$ cat src/rtl/core/pngds_pkg.sv
// Shared types and constants of the RGB565 downscaling frame store.
`default_nettype none

package pngds_pkg;

  // event codes
  localparam logic [2:0] FN_START  = 3'd0;
  localparam logic [2:0] FN_HEADER = 3'd1;
  localparam logic [2:0] FN_DRAW   = 3'd2;
  localparam logic [2:0] FN_END    = 3'd3;
  localparam logic [2:0] FN_READ   = 3'd4;

  // configuration register indexes
  localparam logic CFG_EXP_WIDTH  = 1'b0;
  localparam logic CFG_EXP_HEIGHT = 1'b1;

  localparam logic [15:0] BG_COLOR       = 16'h1082;
  localparam logic [15:0] EXP_WIDTH_RST  = 16'd501;
  localparam logic [15:0] EXP_HEIGHT_RST = 16'd1002;

  typedef struct packed {
    logic [2:0]  func;
    logic [9:0]  src_x;
    logic [9:0]  src_y;
    logic [3:0]  rect_width;
    logic [3:0]  rect_height;
    logic [7:0]  red;
    logic [7:0]  green;
    logic [7:0]  blue;
    logic [7:0]  alpha;
    logic [15:0] img_width;
    logic [15:0] img_height;
    logic [13:0] read_address;
  } pngds_in_t;

  typedef struct packed {
    logic [15:0] read_color;
    logic        image_invalid;
    logic        image_done;
  } pngds_out_t;

  // rectangle handed to the span walker
  typedef struct packed {
    logic       start;
    logic [9:0] src_x;
    logic [9:0] src_y;
    logic [3:0] rect_width;
    logic [3:0] rect_height;
  } pngds_walk_req_t;

  typedef struct packed {
    logic busy;
    logic wr_en;
    logic fin;
  } pngds_walk_st_t;

endpackage

`default_nettype wire

$ cat src/rtl/core/pngds_walk.sv
// Span walker: maps a source rectangle onto target cells and issues writes.
`default_nettype none

module pngds_walk import pngds_pkg::*; #(
  parameter int SOURCE_SIZE = 500,
  parameter int TARGET_SIZE = 128
) (
  input  wire logic                                     clk,
  input  wire logic                                     rst_n,
  input  wire pngds_walk_req_t                          req,
  output pngds_walk_st_t                                st,
  output logic [$clog2(TARGET_SIZE*TARGET_SIZE)-1:0]    wr_addr
);

  localparam int DEPTH = TARGET_SIZE * TARGET_SIZE;
  localparam int AW    = $clog2(DEPTH);
  localparam int CW    = $clog2(TARGET_SIZE + 1);
  localparam int PW    = $clog2((SOURCE_SIZE + 16) * TARGET_SIZE);
  localparam int K     = $clog2(SOURCE_SIZE * TARGET_SIZE);
  localparam int RECIP = (1 << K) / SOURCE_SIZE;
  localparam int RW    = $clog2(RECIP + 1);
  localparam int RBW   = $clog2(DEPTH + 1);

  localparam logic [1:0] W_IDLE = 2'd0;
  localparam logic [1:0] W_EST  = 2'd1;
  localparam logic [1:0] W_BASE = 2'd2;
  localparam logic [1:0] W_WALK = 2'd3;

  logic [1:0]     st_r, st_nxt;
  logic [PW-1:0]  xt_r, xe_r, yt_r, ye_r;   // scaled edges: coord*T
  logic [CW-1:0]  cest_r, c_r, r_r;
  logic [PW-1:0]  cs0_r, cs_r, rs_r;        // cell index * S
  logic [RBW-1:0] rb_r;                     // row * T

  logic [PW+RW-1:0] px, py;
  logic row_end, row_in, col_end, col_in;

  // estimate is floor(v*T/S) or one less; the walk skips cells before the span
  assign px = (PW+RW)'(xt_r) * (PW+RW)'(RECIP);
  assign py = (PW+RW)'(yt_r) * (PW+RW)'(RECIP);

  assign row_end = (rs_r >= ye_r) || (r_r >= CW'(TARGET_SIZE));
  assign row_in  = (rs_r >= yt_r);
  assign col_end = (cs_r >= xe_r) || (c_r >= CW'(TARGET_SIZE));
  assign col_in  = (cs_r >= xt_r);

  always_comb begin
    st_nxt = st_r;
    case (st_r)
      W_IDLE: if (req.start) st_nxt = W_EST;
      W_EST:  st_nxt = W_BASE;
      W_BASE: st_nxt = W_WALK;
      W_WALK: if (row_end) st_nxt = W_IDLE;
      default: st_nxt = W_IDLE;
    endcase
  end

  always_ff @(posedge clk) begin
    if (!rst_n) begin
      st_r <= W_IDLE;
    end else begin
      st_r <= st_nxt;
    end
  end

  always_ff @(posedge clk) begin
    case (st_r)
      W_IDLE: begin
        if (req.start) begin
          xt_r <= PW'(req.src_x) * PW'(TARGET_SIZE);
          xe_r <= (PW'(req.src_x) + PW'(req.rect_width)) * PW'(TARGET_SIZE);
          yt_r <= PW'(req.src_y) * PW'(TARGET_SIZE);
          ye_r <= (PW'(req.src_y) + PW'(req.rect_height)) * PW'(TARGET_SIZE);
        end
      end
      W_EST: begin
        cest_r <= CW'(px >> K);
        r_r    <= CW'(py >> K);
      end
      W_BASE: begin
        c_r   <= cest_r;
        cs0_r <= PW'(cest_r) * PW'(SOURCE_SIZE);
        cs_r  <= PW'(cest_r) * PW'(SOURCE_SIZE);
        rs_r  <= PW'(r_r) * PW'(SOURCE_SIZE);
        rb_r  <= RBW'(r_r) * RBW'(TARGET_SIZE);
      end
      W_WALK: begin
        if (!row_end) begin
          if (!row_in || col_end) begin
            r_r  <= r_r + CW'(1);
            rs_r <= rs_r + PW'(SOURCE_SIZE);
            rb_r <= rb_r + RBW'(TARGET_SIZE);
            c_r  <= cest_r;
            cs_r <= cs0_r;
          end else begin
            c_r  <= c_r + CW'(1);
            cs_r <= cs_r + PW'(SOURCE_SIZE);
          end
        end
      end
      default: begin
      end
    endcase
  end

  assign st.busy  = (st_r != W_IDLE);
  assign st.wr_en = (st_r == W_WALK) && !row_end && row_in && !col_end && col_in;
  assign st.fin   = (st_r == W_WALK) && row_end;
  assign wr_addr  = AW'(rb_r + RBW'(c_r));

endmodule

`default_nettype wire

$ cat config.mk
export PLATFORM = sky130hd
export DESIGN_NAME = pngds_walk
export DESIGN_NICKNAME = d
export VERILOG_FILES = /design/src/rtl/core/pngds_pkg.sv /design/src/rtl/core/pngds_walk.sv
export SDC_FILE = /design/constraint.sdc
export NUM_CORES = 1
export LEC_CHECK = 0
export ABC_AREA = 0
export BUFFER_PORTS_ARGS = -buffer_cell sky130_fd_sc_hd__buf_2
export CORE_ASPECT_RATIO = 0.75
export CORE_MARGIN = 4
export CORE_UTILIZATION = 35
export CTS_CLUSTER_SIZE = 30
export DETAILED_ROUTE_END_ITERATION = 8
export PLACE_DENSITY = 0.62
export SLEW_MARGIN = 10
export SYNTH_ARGS = -nofsm -noshare
export SYNTH_HDL_FRONTEND = slang
export SYNTH_SLANG_ARGS = --single-unit
$ cat constraint.sdc
create_clock -name clk -period 12.2 [get_ports clk]
set_clock_uncertainty 0.15 [all_clocks]
set_input_delay 2.44 -clock clk [delete_from_list [all_inputs] [get_ports clk]]
set_output_delay 2.44 -clock clk [all_outputs]
set_load 0.01 [all_outputs]
* Word level (Yosys, flattened, before mapping) *
Cells that the tools add are included.

cells by class
  $add $sub $neg = 8
  multiply operators = 4
  div/mod/pow operators = 0
  magnitude comparators = 6
  equal/unequal tests = 7
  shift operators = 0
  mux-type cells = 18
  bitwise operators = 0
  reductions and logical operators = 20

operators by type and width
  kind                                                       count
  greater-or-equal comparator 17 bit                         4
  2-to-1 mux 17 bit                                          4
  one-hot mux 17 bit (2 select lines)                        2
  adder 17 x 9 -> 17 bit (second input constant)             2
  multiplier 10 x 8 -> 17 bit (second input constant)        2
  2-to-1 mux 8 bit                                           4
  one-hot mux 8 bit (2 select lines)                         2
  multiplier 8 x 7 -> 15 bit (second input constant)         2
  2-to-1 mux 15 bit                                          2
  one-hot mux 15 bit (2 select lines)                        1
  adder 10 x 4 -> 10 bit                                     2
  adder 8 x 1 -> 8 bit (second input constant)               2
  greater-or-equal comparator 8 bit (second input constant)  2
  adder 15 x 8 -> 15 bit (second input constant)             1
  adder 14 x 8 -> 14 bit                                     1
  inequality test 2 bit (second input constant)              4
  one-hot mux 2 bit (4 select lines)                         1
  AND reduction 2 bit                                        3
  AND reduction 3 bit                                        2
  nonzero test 2 bit                                         3
  logical AND 1 bit                                          5
  equality test 2 bit (second input constant)                2
  2-to-1 mux 2 bit                                           2
  logical NOT 1 bit                                          3
  3 further kinds                                            5

storage, ports and cells
  register bits = 130
  bits in latches = 0
  RAM bits = 0
  ROM bits = 0
  output and inout port bits = 17
  memories kept = 0

* Depth between registers and ports, before layout *
Gate-level depths: netlist of the first run.

  word-level depth = 7
  gate-level depth with buffers = 15

* Least setup slack after synthesis of the first run *
No wires, ideal clock.

  path kind = reg-to-output
  start point = register rs_r[14]
  end point = output st[1] (netlist bit)
  arrival time = 2.209 ns
  required time = 9.610 ns
  path slack = 7.401 ns
  cell stages (with the launch flop) = 10
  path buffers = 2
  cell sequence = edfxtp_1 > ha_1 > o21ai_0 > nand2b_1 > a211oi_1 > or4_1 > nor4_2 > buf_6 > buf_4 > nor3b_1

RTL lines
  item                    RTL line          RTL
  from (decl)             pngds_walk.sv:32  logic [PW-1:0] cs0_r, cs_r, rs_r;
  from (signal assigned)  pngds_walk.sv:84  rs_r <= PW'(r_r) * PW'(SOURCE_SIZE);
  from (signal assigned)  pngds_walk.sv:91  rs_r <= rs_r + PW'(SOURCE_SIZE);
  to (decl)               pngds_walk.sv:11  output pngds_walk_st_t st,

==> impl_metrics.csv, run 1 <==
group,metric,value,unit
outcome,outcome,"finished clean",
clock_network,cts_tree,"yes",
global_route,track_usage,13.6,%
place,dpl.cell_count,1461,
clock_network,postCtsResizedCells,0,
synthesis,yosys.area_share.simple,9.20,%
timing,worst_slack,6.38,ns
synthesis,syn_area_per_cell,10.5,um2
clock_network,cts_made_buffers,17,
timing,clock.fmax,0.172,GHz
route,vias,7327,
run,cap_violations,0,
floorplan,coreArea,30400,um2
route,drt_iter0_markers,549,
clock_network,cts_root_buf,"clkbuf_16",
synthesis,synth_nets,1311,
synthesis,synth_xor_area_share,7.55,%
timing,fin_crit,5.82,ns
floorplan,die_w,212,um
global_route,grt_pass1_wl,37000,um
floorplan,dieArea,34100,um2
synthesis,synth_edf_count,118,
place,hpwl,17700,um
global_route,antenna_found_initial,1,
route,finalWirelength,22600,um
cells_and_area,num-fill-cells,2930,
route,dr.pass1.iters,5,
timing,rsz0062_at_grt,"no",
synthesis,synth_top_area_share,32.5,%
setup_path,crit_type,"reg -> out",
synthesis,ys.flop_type,"edfxtp_1",
synthesis,yosys_warnings,0,
cells_and_area,final_core_util,40.1,%
synthesis,synthAdderAreaFrac,31.7,%
clock_network,clock_sinks,120,
floorplan,io_pins,48,
setup_path,r2r_slack,7.22,ns
floorplan,die_y,161,um
synthesis,synth_top_family_by_area,"adder cells",
setup_path,cp-start-kind,"flip-flop",
cells_and_area,antenna_cells,0,
route,viasPerCell,4.91,
cells_and_area,drive_gt1_share,8.60,%
synthesis,synth_top_cell_by_area,"edfxtp_1",
synthesis,yosysUniqueCellTypes,64,
setup_path,cp.arrival,3.23,ns
place,numPortBuffers,47,
synthesis,synth-compound-area-share,9.81,%
timing,slew_viol_final,0,
clock_network,clkTransAtPathRegs,0.05,ns
min_path,hold_path.class,"reg -> reg",
timing,setup_viol,0,
synthesis,netlist_instances,1034,
route,drc_errors,0,
clock_network,clk_latency,0.42,ns
setup_path,worstPathRequired,9.61,ns
setup_path,path_max_fanout,3,
timing,fin_setup_tns,0,ns
synthesis,synth.area.mux_share,2.03,%
timing,finalCritPeriodShare,47.7,%
clock_network,post_cts_buffers,0,
global_route,grt_max_degree,51,
clock_network,cts_buffer_depth,2,
setup_path,endpoint_kind,"output port",
cells_and_area,mostFrequentLayoutCells,"195 x ha_1, 161 x inv_1, 118 x edfxtp_1",
timing,relSlewSlack,21.1,%
global_route,grt_remaining_overflow,0,
timing,tightest_slew,1.18,ns
clock_network,cts_hold_repair.buffers,0,
cells_and_area,multi_input_area,6600,um2
synthesis,seq_area_frac_synth,32.9,%
route,wl_per_cell,15.1,um
cells_and_area,nets,1358,
clock_network,htree_levels,4,
synthesis,netlist_area,10900,um2
timing,hold_viol_final,0,
synthesis,async_flop_share,0,%
floorplan,start_util,35.9,%
route,postRouteAntennaNets,0,
cells_and_area,seqCellArea,3580,um2
global_route,first_global_vias,7114,
cells_and_area,final_common_cell,"ha_1",
cells_and_area,syn_to_final_growth,11.7,%
cells_and_area,finalNonFillerCells,1492,
place,gp_congestion,0.838,
floorplan,row_count,55,
synthesis,ys_seq_elements,120,
synthesis,synthTopCellsByArea,"edfxtp_1 32%, ha_1 22%, fa_1 9.2%",
place,pre_cts_ws,6.80,ns
layout make-up:
class	count	share of cell area, %
multi-input combinational	730	54.1
sequential	120	29.4
clock inverter	11	1.66
inverter	162	4.99
clock buffer	20	3.58
tap	399	4.10
timing repair buffer	50	2.12
synthesized netlist by cell type, types with 11 or more instances:
cell,n
edfxtp_1,118
nand3_1,37
ha_1,196
a21o_1,14
nor2_1,45
o21ai_0,45
nor3_1,11
inv_1,161
nand2_1,47
a211oi_1,11
a21oi_1,46
xnor2_1,58
xor2_1,36
mux2i_1,15
fa_1,50
nand2b_1,13
logic make-up (layout without fill, tap and decap cells):
| group | after synthesis | in the layout |
|---|---|---|
| muxes | 21 | 21 |
| DFF | 120 | 120 |
| xor gates and xnor gates | 94 | 94 |
| adders and majority gates | 246 | 246 |
| buffers and inverters | 184 | 243 |
| and+or+nand+nor | 200 | 200 |
| AOI/OAI and AO/OA | 169 | 169 |
worst paths after layout:
kind / start / cells after the start / end
max: xt_r[7] / 9 / st[1]
min: st_r[0] / 2 / st_r[0]
max reg2reg: cest_r[3] / 14 / cs_r[15]
min reg2reg: st_r[0] / 2 / st_r[0]
routing by layer:
layer | track usage [%] | wire length, um
met5 | 0 | 0
met2 | 18.2 | 8810
met4 | 3.39 | 242
met3 | 2.38 | 1100
met1 | 22.1 | 12400
state kept, by name, summed over array words and instances (netlist names):
signal and count:
cs0_r 15, xe_r 10, xt_r 10, cs_r 17
r_r 8, ye_r 10, cest_r 8, c_r 8
yt_r 10, rb_r 7, rs_r 15, st_r 2
critical path, stage by stage (launching register included):
cell       delay (ns)
edfxtp_1         0.48
ha_1             0.30
nor4b_1          0.14
a311oi_1         0.44
o31ai_1          0.15
a2111oi_0        0.48
nor2_1           0.10
a211oi_1         0.37
nor3b_1          0.16
buf_2            0.17
through the flow:
step	hold slack, ns	area (um2)
6_report	0.417	12200
5_1_grt	0.472	12200
4_1_cts	0.411	12200
3_5_place_dp	0.405	11500
3_3_place_gp	0.394	11500
2_1_floorplan	0.368	10900
Power of run 1 is not shown: default switching activity piles up to over one toggle a cycle in this logic, so the estimate is an artifact.
==> run 2, diff against run 1 <==
==> constraint.sdc (replaced) <==
create_clock -name clk -period 5.4 [get_ports clk]
set_clock_uncertainty 0.15 [all_clocks]
set_input_delay 1.08 -clock clk [delete_from_list [all_inputs] [get_ports clk]]
set_output_delay 1.08 -clock clk [all_outputs]
set_load 0.01 [all_outputs]
==> impl_metrics.csv, run 2 (synthesized netlist as in run 1, its figures left out) <==
group,metric,value,unit
setup_path,crit_type,"reg -> reg",
clock_network,cts_made_buffers,17,
route,highest_layer,"met4",
timing,rsz0062_at_grt,"no",
timing,fin_crit,4.90,ns
timing,relSlewSlack,24.1,%
setup_path,cp_common_cell,"fa_1",
cells_and_area,nets,1361,
setup_path,r2r_start,"cest_r[3]",
route,viasPerCell,4.86,
setup_path,crit_slowest_cell,"fa_1",
clock_network,cts_hold_repair.buffers,0,
global_route,first_global_vias,7342,
setup_path,cp-start-kind,"flip-flop",
cells_and_area,largest_register_ffs,17,
clock_network,cts_root_buf,"clkbuf_16",
clock_network,clk_latency,0.42,ns
floorplan,row_count,55,
cells_and_area,drive_gt1_share,9.12,%
floorplan,coreArea,30400,um2
global_route,grt_pass1_wl,38400,um
setup_path,worstPathRequired,5.41,ns
route,wl_met2,9290,um
clock_network,post_cts_buffers,0,
route,drc_errors,0,
timing,setup_viol,0,
cells_and_area,antenna_cells,0,
cells_and_area,finalNonFillerCells,1496,
clock_network,cts_buffer_depth,2,
setup_path,critical_path.cell_chain,"inv_1 -> fa_1 -> fa_1 -> fa_1 -> fa_1 -> inv_1 -> ha_1 -> and3_1 -> a221oi_2 -> a21oi_1 -> a21o_1 -> a21oi_1 -> xnor2_1 -> mux2_2",
setup_path,crit_path_start,"cest_r[3]",
route,wl_per_cell,15.3,um
clock_network,clock_sinks,120,
clock_network,postCtsResizedCells,0,
floorplan,die_y,161,um
timing,timing.hold.ws,0.424,ns
outcome,outcome,"finished clean",
route,wl_met1,12100,um
global_route,track_usage,14.1,%
setup_path,rr_worst_depth,14,
setup_path,path_max_fanout,5,
floorplan,io_pins,48,
global_route,grt_remaining_overflow,0,
timing,slew_viol_final,0,
setup_path,r2r_end,"cs_r[15]",
cells_and_area,syn_to_final_growth,11.2,%
setup_path,cp.arrival,4.91,ns
run,cap_violations,0,
clock_network,clkTransAtPathRegs,0.06,ns
floorplan,die_w,212,um
setup_path,r2r_slack,0.50,ns
timing,fin_setup_tns,0,ns
setup_path,critPathMaxStageDelay,0.52,ns
setup_path,endpoint_kind,"flip-flop",
route,dr.pass1.iters,5,
timing,clock.fmax,0.204,GHz
place,dpl.cell_count,1464,
min_path,hold_path.class,"reg -> reg",
floorplan,dieArea,34100,um2
cells_and_area,mostFrequentLayoutCells,"195 x ha_1, 161 x inv_1, 118 x edfxtp_1",
cells_and_area,final_core_util,39.9,%
cells_and_area,final_common_cell,"ha_1",
timing,tightest_slew,1.14,ns
cells_and_area,top_regs,"cs_r: 17 flops, cs0_r: 15 flops, rs_r: 15 flops",
route,wl_met3,1330,um
route,finalWirelength,22900,um
place,numPortBuffers,47,
global_route,antenna_found_initial,1,
timing,hold_viol_final,0,
min_path,hold_start,"st_r[0]",
timing,finalCritPeriodShare,90.7,%
route,drt_iter0_markers,405,
cells_and_area,num-fill-cells,2985,
setup_path,critPathCapture,"cs_r[15]",
global_route,grt_max_degree,70,
place,gp_congestion,0.815,
clock_network,htree_levels,4,
floorplan,start_util,35.9,%
cells_and_area,top_register,"cs_r",
route,postRouteAntennaNets,0,
place,hpwl,18200,um
clock_network,cts_tree,"yes",
route,vias,7277,
==> run 2: changes by cell type in the layout (fill, tap and decap cells not counted), moves of 2 or more <==
cell / delta
buf_4: +3
bufinv_16: -4
clkinv_1: -2
clkinvlp_4: +4
==> run 2: how the worst min path moves through the flow <==
stage,endpoint,slack (ns),cells past startpoint
global route,st_r[0],0.46,2
finish,st_r[0],0.42,2
detailed placement,st_r[0],0.41,2
floorplan,st_r[0],0.37,2
global placement,st_r[0],0.39,2
CTS,st_r[0],0.41,2
==> run 2: area by class of cell <==
class / count / area, um2 / share of cell area (%)
Sequential cell: 120 / 3580 / 29.6
Inverter: 162 / 608 / 5.02
Tap cell: 399 / 499 / 4.12
Timing Repair Buffer: 53 / 280 / 2.31
Multi-Input combinational cell: 730 / 6590 / 54.3
Clock buffer: 20 / 437 / 3.60
Clock inverter: 12 / 128 / 1.05
==> run 2: per-stage QoR <==
stage,setup WS [ns],instance area (um2)
6_report,0.501,12100
5_1_grt,0.246,12100
4_1_cts,0.473,12100
3_5_place_dp,0.493,11600
3_3_place_gp,0.555,11600
2_1_floorplan,0.755,10900
==> run 2: routing by layer <==
metal	vias to the layer above	global-route usage [%]
met5	-	0
met4	0	2.37
met3	16	3.34
met2	156	20.1
met1	3411	21.8
li1	3694	-
==> run 2: critical path, delay by kind of cell (launching register included) <==
kind / cells / cell delay, ns
xor+xnor: 1 / 0.10
mux: 1 / 0.27
simple gates: 1 / 0.21
compound gates: 4 / 0.80
flops: 1 / 0.50
buf+inv: 2 / 0.23
fa+ha+maj: 5 / 2.36
Power of run 2 is left out for the same reason.
